--- config.mk ---
export PLATFORM = sky130hd
export DESIGN_NAME = round_robin_wait_times_flat
export DESIGN_NICKNAME = d
export VERILOG_FILES = /design/src/sv/rrwt_pkg.sv /design/src/sv/rrwt_ifs.sv /design/src/sv/rrwt_core.sv /design/src/sv/round_robin_wait_times.sv /design/src/flat_wrapper.sv
export SDC_FILE = /design/constraint.sdc
export NUM_CORES = 1
export LEC_CHECK = 0
export ABC_CLOCK_PERIOD_IN_PS = 7300
export BUFFER_PORTS_ARGS = -buffer_cell sky130_fd_sc_hd__buf_2
export CORE_ASPECT_RATIO = 1.1
export CORE_MARGIN = 8
export CORE_UTILIZATION = 50
export CTS_BUF_LIST = sky130_fd_sc_hd__clkbuf_4 sky130_fd_sc_hd__clkbuf_8 sky130_fd_sc_hd__clkbuf_16
export DETAILED_ROUTE_END_ITERATION = 8
export PLACE_DENSITY_LB_ADDON = 0.25
export SLEW_MARGIN = 20
export SYNTH_ARGS = -nofsm -noshare
export SYNTH_HDL_FRONTEND = slang
export SYNTH_SLANG_ARGS = --single-unit
--- constraint.sdc ---
create_clock -name clk -period 7.3 [get_ports clk]
set_input_delay 1.825 -clock clk [delete_from_list [all_inputs] [get_ports clk]]
set_output_delay 1.825 -clock clk [all_outputs]
set_load 0.03 [all_outputs]
--- src/sv/rrwt_pkg.sv ---
// Shared types and constants of the round-robin wait-time calculator.
`timescale 1ns / 1ps

package rrwt_pkg;

	// Field widths of the channels and of the internal timeline.
	localparam int BURST_W   = 16;
	localparam int QUANTUM_W = 16;
	localparam int TIME_W    = 20;
	localparam int TOTAL_W   = 24;
	localparam int PINDEX_W  = 4;

	// One state entry holds the remaining burst above the recorded wait.
	localparam int STATE_W = BURST_W + TIME_W;

	localparam logic [QUANTUM_W-1:0] QUANTUM_RESET = 16'd8;

	// Sequencer states: load the set, sweep it, then emit the results.
	typedef enum logic [2:0] {
		ST_LOAD,
		ST_SWEEP_RD,
		ST_SWEEP_WR,
		ST_EMIT_RD,
		ST_EMIT_LD
	} state_t;

	// One result as it leaves the core.
	typedef struct packed {
		logic [PINDEX_W-1:0] process_index;
		logic [TIME_W-1:0]   wait_time;
		logic [TIME_W-1:0]   turnaround_time;
		logic [TOTAL_W-1:0]  total_wait;
		logic [TOTAL_W-1:0]  total_turnaround;
		logic                last_result;
	} result_t;

endpackage

--- src/sv/rrwt_ifs.sv ---
// Handshake channels of the round-robin wait-time calculator.
`timescale 1ns / 1ps

// Process request channel: one burst time per request.
interface rrwt_proc_if;
	logic                          valid;
	logic                          ready;
	logic [rrwt_pkg::BURST_W-1:0]  burst_len;
	logic                          last_process;

	modport source (output valid, output burst_len, output last_process, input ready);
	modport sink (input valid, input burst_len, input last_process, output ready);
endinterface

// Result channel: one request per process of the set.
interface rrwt_result_if;
	logic                          valid;
	logic                          ready;
	logic [rrwt_pkg::PINDEX_W-1:0] process_index;
	logic [rrwt_pkg::TIME_W-1:0]   wait_time;
	logic [rrwt_pkg::TIME_W-1:0]   turnaround_time;
	logic [rrwt_pkg::TOTAL_W-1:0]  total_wait;
	logic [rrwt_pkg::TOTAL_W-1:0]  total_turnaround;
	logic                          last_result;

	modport source (output valid, output process_index, output wait_time,
		output turnaround_time, output total_wait, output total_turnaround,
		output last_result, input ready);
	modport sink (input valid, input process_index, input wait_time,
		input turnaround_time, input total_wait, input total_turnaround,
		input last_result, output ready);
endinterface

// Configuration write channel for the time quantum.
interface rrwt_cfg_if;
	logic                            valid;
	logic                            ready;
	logic [rrwt_pkg::QUANTUM_W-1:0]  time_quantum;

	modport source (output valid, output time_quantum, input ready);
	modport sink (input valid, input time_quantum, output ready);
endinterface

--- src/sv/rrwt_core.sv ---
// Sequencer, state memories and sweep datapath of the wait-time calculator.
`timescale 1ns / 1ps

module rrwt_core #(
	parameter int MAX_PROCS = 16
) (
	input  logic                             clk,
	input  logic                             arst_n,
	input  logic                             in_valid,
	output logic                             in_ready,
	input  logic [rrwt_pkg::BURST_W-1:0]     in_burst,
	input  logic                             in_last,
	input  logic [rrwt_pkg::QUANTUM_W-1:0]   quantum,
	output logic                             res_valid,
	input  logic                             res_ready,
	output rrwt_pkg::result_t                res
);

	localparam int IW = (MAX_PROCS > 1) ? $clog2(MAX_PROCS) : 1;
	localparam int XW = (IW > rrwt_pkg::PINDEX_W) ? IW : rrwt_pkg::PINDEX_W;
	localparam logic [IW-1:0] LAST_SLOT = IW'(MAX_PROCS - 1);

	rrwt_pkg::state_t state_q, state_d;

	logic [IW-1:0]                  idx_q;
	logic [IW-1:0]                  last_idx_q;
	logic [rrwt_pkg::TIME_W-1:0]    time_q;
	logic                           pending_q;
	logic [rrwt_pkg::TOTAL_W-1:0]   tot_w_q;
	logic [rrwt_pkg::TOTAL_W-1:0]   tot_t_q;

	// State memories: burst per process, and remaining burst with wait.
	logic [rrwt_pkg::BURST_W-1:0]   burst_mem [MAX_PROCS];
	logic [rrwt_pkg::STATE_W-1:0]   state_mem [MAX_PROCS];
	logic [rrwt_pkg::BURST_W-1:0]   burst_rd_q;
	logic [rrwt_pkg::STATE_W-1:0]   state_rd_q;

	logic                           burst_we;
	logic                           state_we;
	logic                           load_sel;
	logic [rrwt_pkg::STATE_W-1:0]   state_wdata;

	logic [rrwt_pkg::QUANTUM_W-1:0] q_eff;
	logic [rrwt_pkg::BURST_W-1:0]   rem;
	logic [rrwt_pkg::TIME_W-1:0]    wt;
	logic [rrwt_pkg::BURST_W-1:0]   run;
	logic                           active;
	logic                           finishing;
	logic [rrwt_pkg::TIME_W-1:0]    time_nxt;
	logic [rrwt_pkg::BURST_W-1:0]   rem_nxt;
	logic [rrwt_pkg::TIME_W-1:0]    wait_nxt;
	logic                           in_fin;
	logic                           end_pass;
	logic                           sweep_more;
	logic                           res_fin;
	logic [rrwt_pkg::TIME_W-1:0]    turn;
	logic [rrwt_pkg::TOTAL_W-1:0]   tot_w_nxt;
	logic [rrwt_pkg::TOTAL_W-1:0]   tot_t_nxt;
	logic [XW-1:0]                  idx_wide;

	// A zero quantum behaves as a quantum of one.
	assign q_eff = (quantum == '0) ? rrwt_pkg::QUANTUM_W'(1) : quantum;

	// One turn of the process read from memory.
	always_comb begin
		rem       = state_rd_q[rrwt_pkg::STATE_W-1:rrwt_pkg::TIME_W];
		wt        = state_rd_q[rrwt_pkg::TIME_W-1:0];
		active    = (rem != '0);
		finishing = active && (rem <= q_eff);
		run       = (rem > q_eff) ? q_eff : rem;
		time_nxt  = time_q + rrwt_pkg::TIME_W'(run);
		rem_nxt   = rem - run;
		wait_nxt  = finishing ? (time_nxt - rrwt_pkg::TIME_W'(burst_rd_q)) : wt;
	end

	assign in_fin     = in_last || (idx_q == LAST_SLOT);
	assign end_pass   = (idx_q == last_idx_q);
	assign sweep_more = pending_q || active;
	assign res_fin    = (idx_q == last_idx_q);

	// Result fields and running totals.
	always_comb begin
		idx_wide  = XW'(idx_q);
		turn      = rrwt_pkg::TIME_W'(burst_rd_q) + wt;
		tot_w_nxt = tot_w_q + rrwt_pkg::TOTAL_W'(wt);
		tot_t_nxt = tot_t_q + rrwt_pkg::TOTAL_W'(turn);
		res.process_index    = idx_wide[rrwt_pkg::PINDEX_W-1:0];
		res.wait_time        = wt;
		res.turnaround_time  = turn;
		res.total_wait       = res_fin ? tot_w_nxt : '0;
		res.total_turnaround = res_fin ? tot_t_nxt : '0;
		res.last_result      = res_fin;
	end

	// Next-state logic.
	always_comb begin
		state_d = state_q;
		case (state_q)
			rrwt_pkg::ST_LOAD: begin
				if (in_valid && in_fin) state_d = rrwt_pkg::ST_SWEEP_RD;
			end
			rrwt_pkg::ST_SWEEP_RD: state_d = rrwt_pkg::ST_SWEEP_WR;
			rrwt_pkg::ST_SWEEP_WR: begin
				if (end_pass && !sweep_more) state_d = rrwt_pkg::ST_EMIT_RD;
				else state_d = rrwt_pkg::ST_SWEEP_RD;
			end
			rrwt_pkg::ST_EMIT_RD: state_d = rrwt_pkg::ST_EMIT_LD;
			rrwt_pkg::ST_EMIT_LD: begin
				if (res_ready) state_d = res_fin ? rrwt_pkg::ST_LOAD : rrwt_pkg::ST_EMIT_RD;
			end
			default: state_d = rrwt_pkg::ST_LOAD;
		endcase
	end

	// Output decode of the sequencer.
	always_comb begin
		in_ready  = 1'b0;
		res_valid = 1'b0;
		burst_we  = 1'b0;
		state_we  = 1'b0;
		load_sel  = 1'b0;
		case (state_q)
			rrwt_pkg::ST_LOAD: begin
				in_ready = 1'b1;
				burst_we = in_valid;
				state_we = in_valid;
				load_sel = 1'b1;
			end
			rrwt_pkg::ST_SWEEP_WR: state_we = active;
			rrwt_pkg::ST_EMIT_LD: res_valid = 1'b1;
			default: begin
				in_ready = 1'b0;
			end
		endcase
	end

	assign state_wdata = load_sel ? {in_burst, rrwt_pkg::TIME_W'(0)} : {rem_nxt, wait_nxt};

	always_ff @(posedge clk or negedge arst_n) begin
		if (!arst_n) state_q <= rrwt_pkg::ST_LOAD;
		else state_q <= state_d;
	end

	// Burst memory: written while loading, read at the current index.
	always_ff @(posedge clk) begin
		if (burst_we) burst_mem[idx_q] <= in_burst;
		burst_rd_q <= burst_mem[idx_q];
	end

	// State memory: written while loading and on every active turn.
	always_ff @(posedge clk) begin
		if (state_we) state_mem[idx_q] <= state_wdata;
		state_rd_q <= state_mem[idx_q];
	end

	// Index, timeline, pass flag and totals.
	always_ff @(posedge clk or negedge arst_n) begin
		if (!arst_n) begin
			idx_q      <= '0;
			last_idx_q <= '0;
			time_q     <= '0;
			pending_q  <= 1'b0;
			tot_w_q    <= '0;
			tot_t_q    <= '0;
		end else begin
			case (state_q)
				rrwt_pkg::ST_LOAD: begin
					if (in_valid) begin
						if (in_fin) begin
							idx_q      <= '0;
							last_idx_q <= idx_q;
							time_q     <= '0;
							pending_q  <= 1'b0;
						end else begin
							idx_q <= idx_q + IW'(1);
						end
					end
				end
				rrwt_pkg::ST_SWEEP_WR: begin
					time_q <= time_nxt;
					if (end_pass) begin
						idx_q     <= '0;
						pending_q <= 1'b0;
						tot_w_q   <= '0;
						tot_t_q   <= '0;
					end else begin
						idx_q     <= idx_q + IW'(1);
						pending_q <= pending_q || active;
					end
				end
				rrwt_pkg::ST_EMIT_LD: begin
					if (res_ready) begin
						tot_w_q <= tot_w_nxt;
						tot_t_q <= tot_t_nxt;
						idx_q   <= res_fin ? '0 : idx_q + IW'(1);
					end
				end
				default: begin
					idx_q <= idx_q;
				end
			endcase
		end
	end

endmodule

--- src/sv/round_robin_wait_times.sv ---
// Round-robin wait-time calculator: configuration, output register and core.
//
// Usage: the procs channel takes one burst time per request, in load order.
// A request with last_process set, or the MAX_PROCS-th request, closes the
// set. The block then replays round-robin service with the quantum held in
// the configuration register (written over cfg, reset value 8, zero acts as
// one) and sends one request per process on results, in load order; the
// last carries the totals. Then it takes the next set.
// While loading, procs.ready stays high, so requests are taken back to back.
// The sweep reads and writes back one state memory entry per process
// visit, in a read state and a write state, and ends after a full pass
// that finds every process done. Each result is read from memory in a
// read state, then offered in a load state until the core may pass it on.
// The output register lets the next set load while the final result waits.
// A stalled receiver holds the result and the emit sequence in place.
// Reset clears the sequencer and the register; the memories need no clear.

`timescale 1ns / 1ps

module round_robin_wait_times #(
	parameter int MAX_PROCS = 16
) (
	input  logic     clk,
	input  logic     arst_n,
	rrwt_proc_if.sink     procs,
	rrwt_result_if.source results,
	rrwt_cfg_if.sink      cfg
);

	logic [rrwt_pkg::QUANTUM_W-1:0] quantum_q;
	logic                           res_valid;
	logic                           res_ready;
	rrwt_pkg::result_t              res;
	rrwt_pkg::result_t              out_q;
	logic                           out_valid_q;

	// Quantum register; writes are always taken.
	assign cfg.ready = 1'b1;

	always_ff @(posedge clk or negedge arst_n) begin
		if (!arst_n) quantum_q <= rrwt_pkg::QUANTUM_RESET;
		else if (cfg.valid) quantum_q <= cfg.time_quantum;
	end

	rrwt_core #(
		.MAX_PROCS(MAX_PROCS)
	) u_core (
		.clk       (clk),
		.arst_n    (arst_n),
		.in_valid  (procs.valid),
		.in_ready  (procs.ready),
		.in_burst  (procs.burst_len),
		.in_last   (procs.last_process),
		.quantum   (quantum_q),
		.res_valid (res_valid),
		.res_ready (res_ready),
		.res       (res)
	);

	// Output register: loads when empty or when its request is taken.
	assign res_ready = !out_valid_q || results.ready;

	always_ff @(posedge clk or negedge arst_n) begin
		if (!arst_n) out_valid_q <= 1'b0;
		else if (res_valid && res_ready) out_valid_q <= 1'b1;
		else if (results.ready) out_valid_q <= 1'b0;
	end

	always_ff @(posedge clk) begin
		if (res_valid && res_ready) out_q <= res;
	end

	assign results.valid            = out_valid_q;
	assign results.process_index    = out_q.process_index;
	assign results.wait_time        = out_q.wait_time;
	assign results.turnaround_time  = out_q.turnaround_time;
	assign results.total_wait       = out_q.total_wait;
	assign results.total_turnaround = out_q.total_turnaround;
	assign results.last_result      = out_q.last_result;

endmodule

--- src/flat_wrapper.sv ---
// flat-port wrapper written by rule: the top's interface ports become plain ports
module round_robin_wait_times_flat 
#(
	parameter int MAX_PROCS = 16
)
  (clk, arst_n, procs_valid, procs_burst_len, procs_last_process, procs_ready, results_valid, results_process_index, results_wait_time, results_turnaround_time, results_total_wait, results_total_turnaround, results_last_result, results_ready, cfg_valid, cfg_time_quantum, cfg_ready);
  rrwt_proc_if procs_i ();
  rrwt_result_if results_i ();
  rrwt_cfg_if cfg_i ();
  input  logic clk;
  input  logic arst_n;
  input wire logic [$bits(procs_i.valid)-1:0] procs_valid;
  input wire logic [$bits(procs_i.burst_len)-1:0] procs_burst_len;
  input wire logic [$bits(procs_i.last_process)-1:0] procs_last_process;
  output wire logic [$bits(procs_i.ready)-1:0] procs_ready;
  output wire logic [$bits(results_i.valid)-1:0] results_valid;
  output wire logic [$bits(results_i.process_index)-1:0] results_process_index;
  output wire logic [$bits(results_i.wait_time)-1:0] results_wait_time;
  output wire logic [$bits(results_i.turnaround_time)-1:0] results_turnaround_time;
  output wire logic [$bits(results_i.total_wait)-1:0] results_total_wait;
  output wire logic [$bits(results_i.total_turnaround)-1:0] results_total_turnaround;
  output wire logic [$bits(results_i.last_result)-1:0] results_last_result;
  input wire logic [$bits(results_i.ready)-1:0] results_ready;
  input wire logic [$bits(cfg_i.valid)-1:0] cfg_valid;
  input wire logic [$bits(cfg_i.time_quantum)-1:0] cfg_time_quantum;
  output wire logic [$bits(cfg_i.ready)-1:0] cfg_ready;
  assign procs_i.valid = procs_valid;
  assign procs_i.burst_len = procs_burst_len;
  assign procs_i.last_process = procs_last_process;
  assign procs_ready = procs_i.ready;
  assign results_valid = results_i.valid;
  assign results_process_index = results_i.process_index;
  assign results_wait_time = results_i.wait_time;
  assign results_turnaround_time = results_i.turnaround_time;
  assign results_total_wait = results_i.total_wait;
  assign results_total_turnaround = results_i.total_turnaround;
  assign results_last_result = results_i.last_result;
  assign results_i.ready = results_ready;
  assign cfg_i.valid = cfg_valid;
  assign cfg_i.time_quantum = cfg_time_quantum;
  assign cfg_ready = cfg_i.ready;
  round_robin_wait_times #(.MAX_PROCS(MAX_PROCS)) u_core (.clk(clk), .arst_n(arst_n), .procs(procs_i), .results(results_i), .cfg(cfg_i));
endmodule
**After elaboration in Yosys (flattened, before gate mapping)**

Memory sizes are Yosys's and may differ from the RTL's. A register that Yosys moved wholly into a read port is not among the register bits.
Index checks and enable logic that the tools add are counted.

- Word-level logic and storage cells: 94
- Register bits: 190
- Output and inout bits: 96
- Memories kept: 2
- Memory bits (writable): 832

Memories:

| name | words | width | rd ports | clocked after Yosys merged registers in | wr ports | line | text |
|---|---|---|---|---|---|---|---|
| u_core.u_core.state_mem | 16 | 36 | 1 | 1 | 1 | rrwt_core.sv:34 | `logic [rrwt_pkg::STATE_W-1:0] state_mem [MAX_PROCS];` |
| u_core.u_core.burst_mem | 16 | 16 | 1 | 1 | 1 | rrwt_core.sv:33 | `logic [rrwt_pkg::BURST_W-1:0] burst_mem [MAX_PROCS];` |

- $lt $le $gt $ge: 2
- Equality and inequality tests: 11
- Reductions and logical operators: 21
- Add/sub/neg operators: 7
- Mux-type cells: 36

Operators by type and width:

| kind | count |
|---|---|
| case mux 24 bit (2 select lines) | 2 |
| 2-to-1 mux 24 bit | 3 |
| 2-to-1 mux 20 bit | 3 |
| adder 24 x 20 -> 24 bit | 2 |
| case mux 20 bit (2 select lines) | 1 |
| 2-to-1 mux 36 bit | 1 |
| 2-to-1 mux 16 bit | 2 |
| adder 16 x 20 -> 20 bit | 1 |
| adder 20 x 16 -> 20 bit | 1 |
| subtractor 20 x 16 -> 20 bit | 1 |
| greater-than comparator 16 bit | 1 |
| <= comparator 16 bit | 1 |
| zero test 16 bit | 1 |
| 2-to-1 mux 4 bit | 4 |
| nonzero test 16 bit | 1 |
| subtractor 16 bit | 1 |
| case mux 3 bit (5 select lines) | 1 |
| 2-to-1 mux 1 bit | 12 |
| case mux 4 bit (3 select lines) | 1 |
| AND reduction 3 bit | 4 |
| != test 2 bit, second input constant | 5 |
| equality test 3 x 2 -> 1 bit, second input constant | 2 |
| 2-to-1 mux 3 bit | 2 |
| nonzero test 2 bit | 3 |
| 13 further kinds | 21 |

**Logic depth before layout (Yosys ltp)**

Gate-level depths: netlist of the first run.

- Depth after elaboration: 8
- Depth in mapped cells: 31

**Modules after synthesis**

From an unflattened synthesis of the first run, not the netlist that was laid out.

- Cells, all modules: 2668
- Area total of the unflattened synthesis: 45600.0 µm²

By module, submodules not included:

| module | times used | cells an instance | area each (µm²) |
|---|---|---|---|
| rrwt_core | 1 | 2535 | 42101.6 |
| round_robin_wait_times | 1 | 133 | 3498.4 |

**Worst setup path after synthesis of the first run**

Ideal clock, no wire load.

- Path type: register -> register
- Start point: register u_core.quantum_q[3] in the netlist's numbering
- End point: memory u_core.u_core.state_mem[0][18] in the netlist's numbering (data pin)
- Arrival: 6156 ps
- Clock period less this slack: 6492 ps
- Cell stages (with the launch flop): 26
- Path slack: 808 ps
- Path buffers: 1
- Data required time: 6964 ps
- Setup time: 336 ps
- Path through: dfstp_2 -> nor4_1 -> a41o_1 -> ha_1 -> nand4_1 -> o41ai_2 -> clkbuf_1 -> nor2_1 -> a21o_1 -> ha_1 -> a2111oi_0 -> nor3_1 -> and2_4 -> or2_2 -> a21oi_1 -> xnor2_1 -> ha_1 -> and2_1 -> a31o_2 -> a41o_1 -> o41ai_2 -> o21a_1 -> o211ai_1 -> nor4_1 -> nor2_1 -> nor3b_1

- Cells in the longest elaborated chain, start to end: 8
- Elaborated cells between the ends (all ways): 10
- Those cells by class: add/sub: 2; order compare: 2; mux: 4; reduce/logical: 2

Ends and longest elaborated chain:

| item | line | text |
|---|---|---|
| from (decl) | round_robin_wait_times.sv:30 | `logic [rrwt_pkg::QUANTUM_W-1:0] quantum_q;` |
| from (signal assigned) | round_robin_wait_times.sv:41 | `if (!arst_n) quantum_q <= rrwt_pkg::QUANTUM_RESET;` |
| from (signal assigned) | round_robin_wait_times.sv:42 | `else if (cfg.valid) quantum_q <= cfg.time_quantum;` |
| zero test 16 bit | rrwt_core.sv:62 | `assign q_eff = (quantum == '0) ? rrwt_pkg::QUANTUM_W'(1) : quantum;` |
| 2-to-1 mux 16 bit * | rrwt_core.sv:62 |  |
| greater-than comparator 16 bit | rrwt_core.sv:70 | `run = (rem > q_eff) ? q_eff : rem;` |
| 2-to-1 mux 16 bit | rrwt_core.sv:70 |  |
| adder 20 x 16 -> 20 bit | rrwt_core.sv:71 | `time_nxt = time_q + rrwt_pkg::TIME_W'(run);` |
| subtractor 20 x 16 -> 20 bit | rrwt_core.sv:73 | `wait_nxt = finishing ? (time_nxt - rrwt_pkg::TIME_W'(burst_rd_q)) : wt;` |
| 2-to-1 mux 20 bit * | rrwt_core.sv:73 |  |
| 2-to-1 mux 36 bit * | rrwt_core.sv:137 | `assign state_wdata = load_sel ? {in_burst, rrwt_pkg::TIME_W'(0)} : {rem_nxt, wait_nxt};` |
| via u_core.u_core.state_wdata, one bit | rrwt_core.sv:41 | `logic [rrwt_pkg::STATE_W-1:0] state_wdata;` |
| to (decl) | rrwt_core.sv:34 |  |

The timed path passes the listed nets; every way through them passes the cells marked *.

**Worst setup path after layout of the first run**

- Start point: register u_core.quantum_q[1] in the netlist's numbering
- End point: memory u_core.u_core.state_mem[5][15] in the netlist's numbering (data pin)

The elaborated chain is that of the path after synthesis.

==> flow_summary.json, run 1 <==
{
  "status": "completed",
  "drv_cap": 0,
  "dp_hpwl_um": 68200,
  "syn_area_per_cell_um2": 17.3,
  "antenna_found_initial": 2,
  "maxSlewHeadroom_pct": 24.7,
  "worstPathArrival_ns": 7.05,
  "synthMuxAreaShare_pct": 13.1,
  "rsz0062_at_grt": "no",
  "dr.pass1.iters": 5,
  "area_growth_pct": 13.1,
  "ys_types": 77,
  "drive_gt1_share_pct": 24.2,
  "drcViolationCount": 0,
  "die_area_mm2": 0.101,
  "hp-class": "reg -> reg",
  "coreArea_mm2": 0.0906,
  "dr_total_vias": 25000,
  "clk_pin_slew_ns": 0.06,
  "crit_required_ns": 7.60,
  "synth_compound_area_share_pct": 6.10,
  "yosys.area.top_type_share_pct": 61.2,
  "syn_area_mm2": 0.0454,
  "cp_slowest_cell": "a21oi_1",
  "finalSetupViolCount": 0,
  "post_cts_resized": 0,
  "syn_nets": 2793,
  "peakVddDrop_uv": 420,
  "cp_max_fo": 16,
  "p_per_area_mw_per_mm2": 521,
  "ys_seq_area_share_pct": 68.8,
  "tightest_slew_ns": 1.13,
  "fin_nets": 2996,
  "cpMostUsedCell": "ha_1",
  "worst-setup-path-type": "reg -> reg",
  "clkLatencyLatePin_ns": 0.67,
  "routedWlPerCell_um": 27.2,
  "grt.overflow.total": 0,
  "period_needed_ns": 6.75,
  "grt_max_degree": 104,
  "globalRouteTotalUtil_pct": 22.0,
  "finalCritPeriodShare_pct": 92.4,
  "pin_count": 134,
  "drt_iter0_markers": 2531,
  "synth_flop_cell": "edfxtp_1",
  "crit_family": "compound AO/OA/AOI/OAI gates",
  "clock_skew_ns": 0.0279,
  "timing.hold.ws_ns": 0.496,
  "postCtsSetupBuffers": 0,
  "cts_tree": "done",
  "final_cells": 4096,
  "path_buf_inv": 0,
  "synthArstFlopShare_pct": 9.03,
  "cts_root_buffer": "clkbuf_16",
  "cts-buffers-inserted": 105,
  "synth_fa_ha_area_share_pct": 3.74,
  "setup_tns_ns": 0,
  "num_rows": 116,
  "cts.sinks": 1074,
  "final_antenna_net_count": 0,
  "p_total_uw": 26700,
  "cts.path.max_buffers": 3,
  "chipWidth_um": 303,
  "slowest_delay_ns": 0.87,
  "synth-xor-area-share_pct": 2.01,
  "finalHoldViolCount": 0,
  "start_kind": "flop",
  "cts_hold_buf": 0,
  "htreeDepth": 3,
  "synthSimpleGateAreaFrac_pct": 4.54,
  "synth_seq_cells": 1074,
  "max_freq_ghz": 0.148,
  "routed_wl_um": 111000,
  "synth_edf_count": 925,
  "crit_path_end_kind": "flop",
  "port_buffers": 132,
  "drv_slew": 0,
  "dp.cells": 3899,
  "netlist_instances": 2623,
  "grt_pass1_vias": 25600,
  "p_leak_uw": 0.0182,
  "grt_pass1_wl_um": 166000,
  "die_h_um": 332,
  "start_util_pct": 50.1,
  "synth_top_family_by_area": "multiplexers",
  "crit_chain": "nor4_1 -> a41o_1 -> ha_1 -> nand4_1 -> o41ai_4 -> nor2_1 -> a21o_1 -> ha_1 -> a2111oi_0 -> nor3_1 -> and2_4 -> or2_2 -> a21oi_1 -> xnor2_1 -> ha_1 -> and2_1 -> o21ai_0 -> o211ai_1 -> o311a_1 -> nor2_8 -> nand3_1 -> a21oi_1",
  "synth_area_leaders": "edfxtp_1 (61%), mux4_2 (13%), dfrtp_1 (5.3%), ha_1 (3.5%), dfxtp_1 (2.3%)",
  "synth_top_cell_by_area": "edfxtp_1",
  "viasPerCell": 6.09,
  "synth_warnings": 0,
  "place.gp.congestion": 0.930
}
[layer usage]
layer	up-vias	wire length [µm]	GRT usage, %	part of all wire (%)
li1	10800	-	-	-
met1	13000	46400	30.5	42
met2	954	54100	36.1	49
met3	192	7740	3.51	6.9
met4	2	3180	6.26	2.9
met5	-	7	0	0.0063
[report_power, final]
part | switching [µW] | internal, µW
Clock | 2270 | 3180
Sequential | 741 | 8960
Combinational | 6990 | 4610
[tightest hold or removal path: stages, from the launching register on]
cell     delay (ns)
dfrtp_1        0.35
nand2_1        0.05
o21ai_0        0.06
[sequential cells by signal, summed over array words and instances, names as in the netlist, 4 cells and up]
register                         count
u_core.u_core.state_mem            576
u_core.results.turnaround_time      20
u_core.results.total_wait           24
u_core.u_core.state_rd_q            36
u_core.u_core.tot_t_q               24
u_core.quantum_q                    16
u_core.u_core.burst_mem            256
u_core.results.total_turnaround     24
u_core.u_core.burst_rd_q            16
u_core.u_core.idx_q                  4
u_core.u_core.last_idx_q             4
u_core.u_core.time_q                20
u_core.results.wait_time            20
u_core.results.process_index         4
u_core.u_core.tot_w_q               24
[final timing paths]
kind	cells after the start	endpoint	start	slack, ns
min reg2reg	2	u_core.u_core.tot_t_q[12]	u_core.u_core.tot_t_q[12]	0.50
min	2	u_core.u_core.tot_t_q[12]	u_core.u_core.tot_t_q[12]	0.50
max reg2reg	22	u_core.u_core.state_mem[5][15]	u_core.quantum_q[1]	0.55
min in group asynchronous	1	u_core.u_core.tot_t_q[6]	arst_n	1.18
max	22	u_core.u_core.state_mem[5][15]	u_core.quantum_q[1]	0.55
max in group asynchronous	2	u_core.u_core.idx_q[3]	arst_n	4.88
[area by class of cell]
cell class | count | area, µm²
fill | 6860 | 39200
inverter | 96 | 363
sequential | 1074 | 31300
tap | 1180 | 1480
timing repair buffer | 200 | 1190
antenna | 1 | 2.50
clock inverter | 53 | 529
clock buffer | 143 | 2980
multi-input combinational | 1349 | 13600
[cells in the final DEF, fill, tap and decap left out, types with 26 or more instances in the layout]
cell type | Yosys | final
xor2_1 | 32 | 32
nand3_1 | 26 | 26
inv_1 | 94 | 93
mux4_2 | 260 | 260
buf_4 | 1 | 68
and2_1 | 42 | 42
xnor2_1 | 72 | 72
o21ai_0 | 71 | 71
buf_2 | 1 | 131
a22o_1 | 50 | 50
clkbuf_16 | 0 | 107
edfxtp_1 | 925 | 925
a21oi_1 | 102 | 93
nand2_1 | 116 | 116
dfxtp_1 | 52 | 52
ha_1 | 126 | 126
clkbuf_4 | 0 | 31
dfrtp_1 | 96 | 92
a21o_1 | 50 | 50
nor2_1 | 157 | 141
[kinds of logic (layout without fill, tap and decap cells)]
| logic type | Yosys count | in the layout |
|---|---|---|
| xor+xnor | 104 | 104 |
| other cells | 1 | 2 |
| flops | 1074 | 1074 |
| buf+inv | 200 | 492 |
| compound gates | 402 | 402 |
| mux | 268 | 268 |
| fa+ha+maj | 132 | 132 |
| simple gates | 442 | 442 |
[Yosys cell counts, types with 10 or more instances]
cell      count
nor2b_1      12
a22o_1       50
o21ai_0      71
nor2_1      157
and2_1       42
nor3_1       17
xnor2_1      72
nand2b_1     13
o21ai_1      13
mux4_2      260
a21oi_1     102
xor2_1       32
nand3_1      26
dfrtp_1      96
nor4_1       12
o21bai_1     15
nand2_1     116
buf_1        27
inv_1        94
a21o_1       50
dfxtp_1      52
and3_1       10
nand4_1      12
ha_1        126
clkbuf_1     73
edfxtp_1    925
o21a_1       20
[stage by stage]
step                      instance area, µm²  util (%)  setup WS (ns)
after CTS                              51300      56.7          0.423
after detailed placement               47800      52.8          0.502
after global placement                 47800      52.8          0.671
final                                  51400      56.7          0.552
after floorplan                        45400         -          0.808
after global routing                   51400      56.7         0.0557
Power figures use the tool's default switching activity.
==> run 2, diff against run 1 <==
- CELL_PAD_IN_SITES_DETAIL_PLACEMENT: unset -> 2
- CELL_PAD_IN_SITES_GLOBAL_PLACEMENT: unset -> 2
- CORE_UTILIZATION: 50 -> 48
==> run 2 against run 1 <==
Maximum frequency shrank 7.1%. Clock skew is 0.0021 ns higher. Count of clock-buffer cells in the layout is 9 higher. Total power rose by 11%. First-iteration DRC count is 1.8% higher. Register-to-register slack worse by 0.51 ns. Highest routed layer unchanged. Via count grew 9.3%. Clock power is 13% higher. Die area increased by 4.0%. Wire length is 40% higher.
==> flow_summary.json, run 2 (synthesis gave the netlist of run 1 again) <==
{
  "status": "completed",
  "slowest_delay_ns": 0.45,
  "coreArea_mm2": 0.0939,
  "period_needed_ns": 7.26,
  "clock_skew_ns": 0.0299,
  "chipWidth_um": 309,
  "timing.hold.worst.start": "u_core.u_core.tot_w_q[9]",
  "area_growth_pct": 14.9,
  "crit_path_end_kind": "flop",
  "largest_reg_flops": 576,
  "top_regs": "u_core.u_core.state_mem: 576 flops, u_core.u_core.burst_mem: 256 flops, u_core.u_core.state_rd_q: 36 flops",
  "grt_pass1_wl_um": 221000,
  "routed_wl_um": 156000,
  "globalRouteTotalUtil_pct": 29.1,
  "finalCritPeriodShare_pct": 99.5,
  "maxSlewHeadroom_pct": 22.3,
  "grt_pass1_vias": 29900,
  "clkLatencyLatePin_ns": 0.72,
  "fin_area_mm2": 0.0522,
  "p_leak_uw": 0.0184,
  "die_area_mm2": 0.105,
  "r2r_start": "u_core.quantum_q[11]",
  "dr.pass1.iters": 5,
  "tightest_slew_ns": 1.17,
  "largest-register": "u_core.u_core.state_mem",
  "max_freq_ghz": 0.138,
  "fin_nets": 3018,
  "final_antenna_net_count": 0,
  "dr_total_vias": 27300,
  "antenna_found_initial": 5,
  "final_common_cell": "edfxtp_1",
  "num_rows": 118,
  "start_kind": "flop",
  "viasPerCell": 6.48,
  "cts_root_buffer": "clkbuf_16",
  "hold_path_depth": 2,
  "port_buffers": 132,
  "cts_tree": "done",
  "dp_hpwl_um": 93000,
  "final_cell_mix": "edfxtp_1 (925), mux4_2 (260), nor2_1 (141), buf_2 (132), ha_1 (122)",
  "cp-startpoint": "u_core.quantum_q[11]",
  "pin_count": 134,
  "reg2reg_slack_ns": 0.04,
  "crit_required_ns": 7.75,
  "cts.sinks": 1074,
  "die_h_um": 339,
  "cts.path.max_buffers": 3,
  "drive_gt1_share_pct": 25.9,
  "grt_max_degree": 98,
  "cp_slowest_cell": "fa_1",
  "routedWlPerCell_um": 37.1,
  "start_util_pct": 48.4,
  "drv_slew": 0,
  "drcViolationCount": 0,
  "grt.overflow.total": 0,
  "finalHoldViolCount": 0,
  "drv_cap": 0,
  "p_per_area_mw_per_mm2": 568,
  "cts-buffers-inserted": 113,
  "worstPathArrival_ns": 7.71,
  "hp-class": "reg -> reg",
  "finalSetupViolCount": 0,
  "dpl-instance-area_mm2": 0.0479,
  "clk_pin_slew_ns": 0.07,
  "htreeDepth": 3,
  "drt_iter0_markers": 2577,
  "worstRegToRegCells": 28,
  "place.gp.congestion": 0.862,
  "fin_util_pct": 55.6,
  "peakVddDrop_uv": 301,
  "worst-setup-path-type": "reg -> reg",
  "cp_max_fo": 20
}
==> run 2: cell count changes in the layout (fill, tap and decap cells not counted), sizes merged <==
cell and delta:
clkinv -1, buf +14, clkbuf +9, clkinvlp +5
inv +5, bufinv +2, diode +2
==> run 2: repair_timing <==
item / in CTS / in global routing
buffers inserted: 5 / 6
hold buffers: 0 / 0
cloned: 0 / 1
endpoints found under the setup margin: 64 / 96
hold endpoints to repair: 0 / 0
resized for setup: 9 / 28
pin swaps: 2 / 7
==> run 2: routing by layer <==
layer	wire, µm	global-route usage [%]
met2	79600	50.3
met1	56900	35.0
met5	33	0
met3	11000	5.23
met4	8700	13.9
==> run 2: final cells by class <==
class / instances / area (µm²)
inverter: 96 / 365
clock inverter: 64 / 656
antenna: 3 / 7.51
multi-input combinational: 1349 / 13700
tap: 1260 / 1580
sequential: 1074 / 31300
timing repair buffer: 214 / 1310
fill: 8101 / 41700
clock buffer: 152 / 3270
==> run 2: through the flow <==
| stage | total power (µW) | setup TNS (ns) | worst slack, ns | hold slack (ns) | std cells |
|---|---|---|---|---|---|
| 4_1_cts | 29200 | 0 | 0.0274 | 0.514 | 4202 |
| 3_5_place_dp | 22500 | -1.92 | -0.121 | 0.492 | 3981 |
| 5_1_grt | 30600 | -2.65 | -0.128 | 0.543 | 4211 |
| 2_1_floorplan | 17700 | 0 | 0.808 | 0.423 | 2623 |
| 3_3_place_gp | 21300 | 0 | 0.404 | 0.471 | 3981 |
| 6_report | 29600 | 0 | 0.0383 | 0.510 | 4212 |
==> run 2: critical path, delay by kind of cell, from the launching register on <==
kind / cells / cell delay [ns]
buffers and inverters: 5 / 0.79
AND/OR/NAND/NOR: 8 / 1.66
flip-flops: 1 / 0.43
XOR/XNOR: 1 / 0.37
adder cells (fa/ha/maj): 4 / 1.44
AO/OA/AOI/OAI: 10 / 2.30
==> run 2: report_power, final <==
| part | leakage (µW) | switching, µW | internal, µW |
|---|---|---|---|
| combinational | 0.00637 | 8700 | 4920 |
| sequential | 0.0101 | 923 | 8970 |
| clock | 0.00196 | 2590 | 3550 |
==> run 2: final timing paths <==
check                                                      end
worst max-delay path            u_core.u_core.state_mem[1][18]
worst min-delay path                  u_core.u_core.tot_w_q[9]
worst max register to register  u_core.u_core.state_mem[1][18]
worst min register to register        u_core.u_core.tot_w_q[9]
max in group asynchronous                  u_core.quantum_q[6]
min in group asynchronous             u_core.u_core.tot_t_q[7]
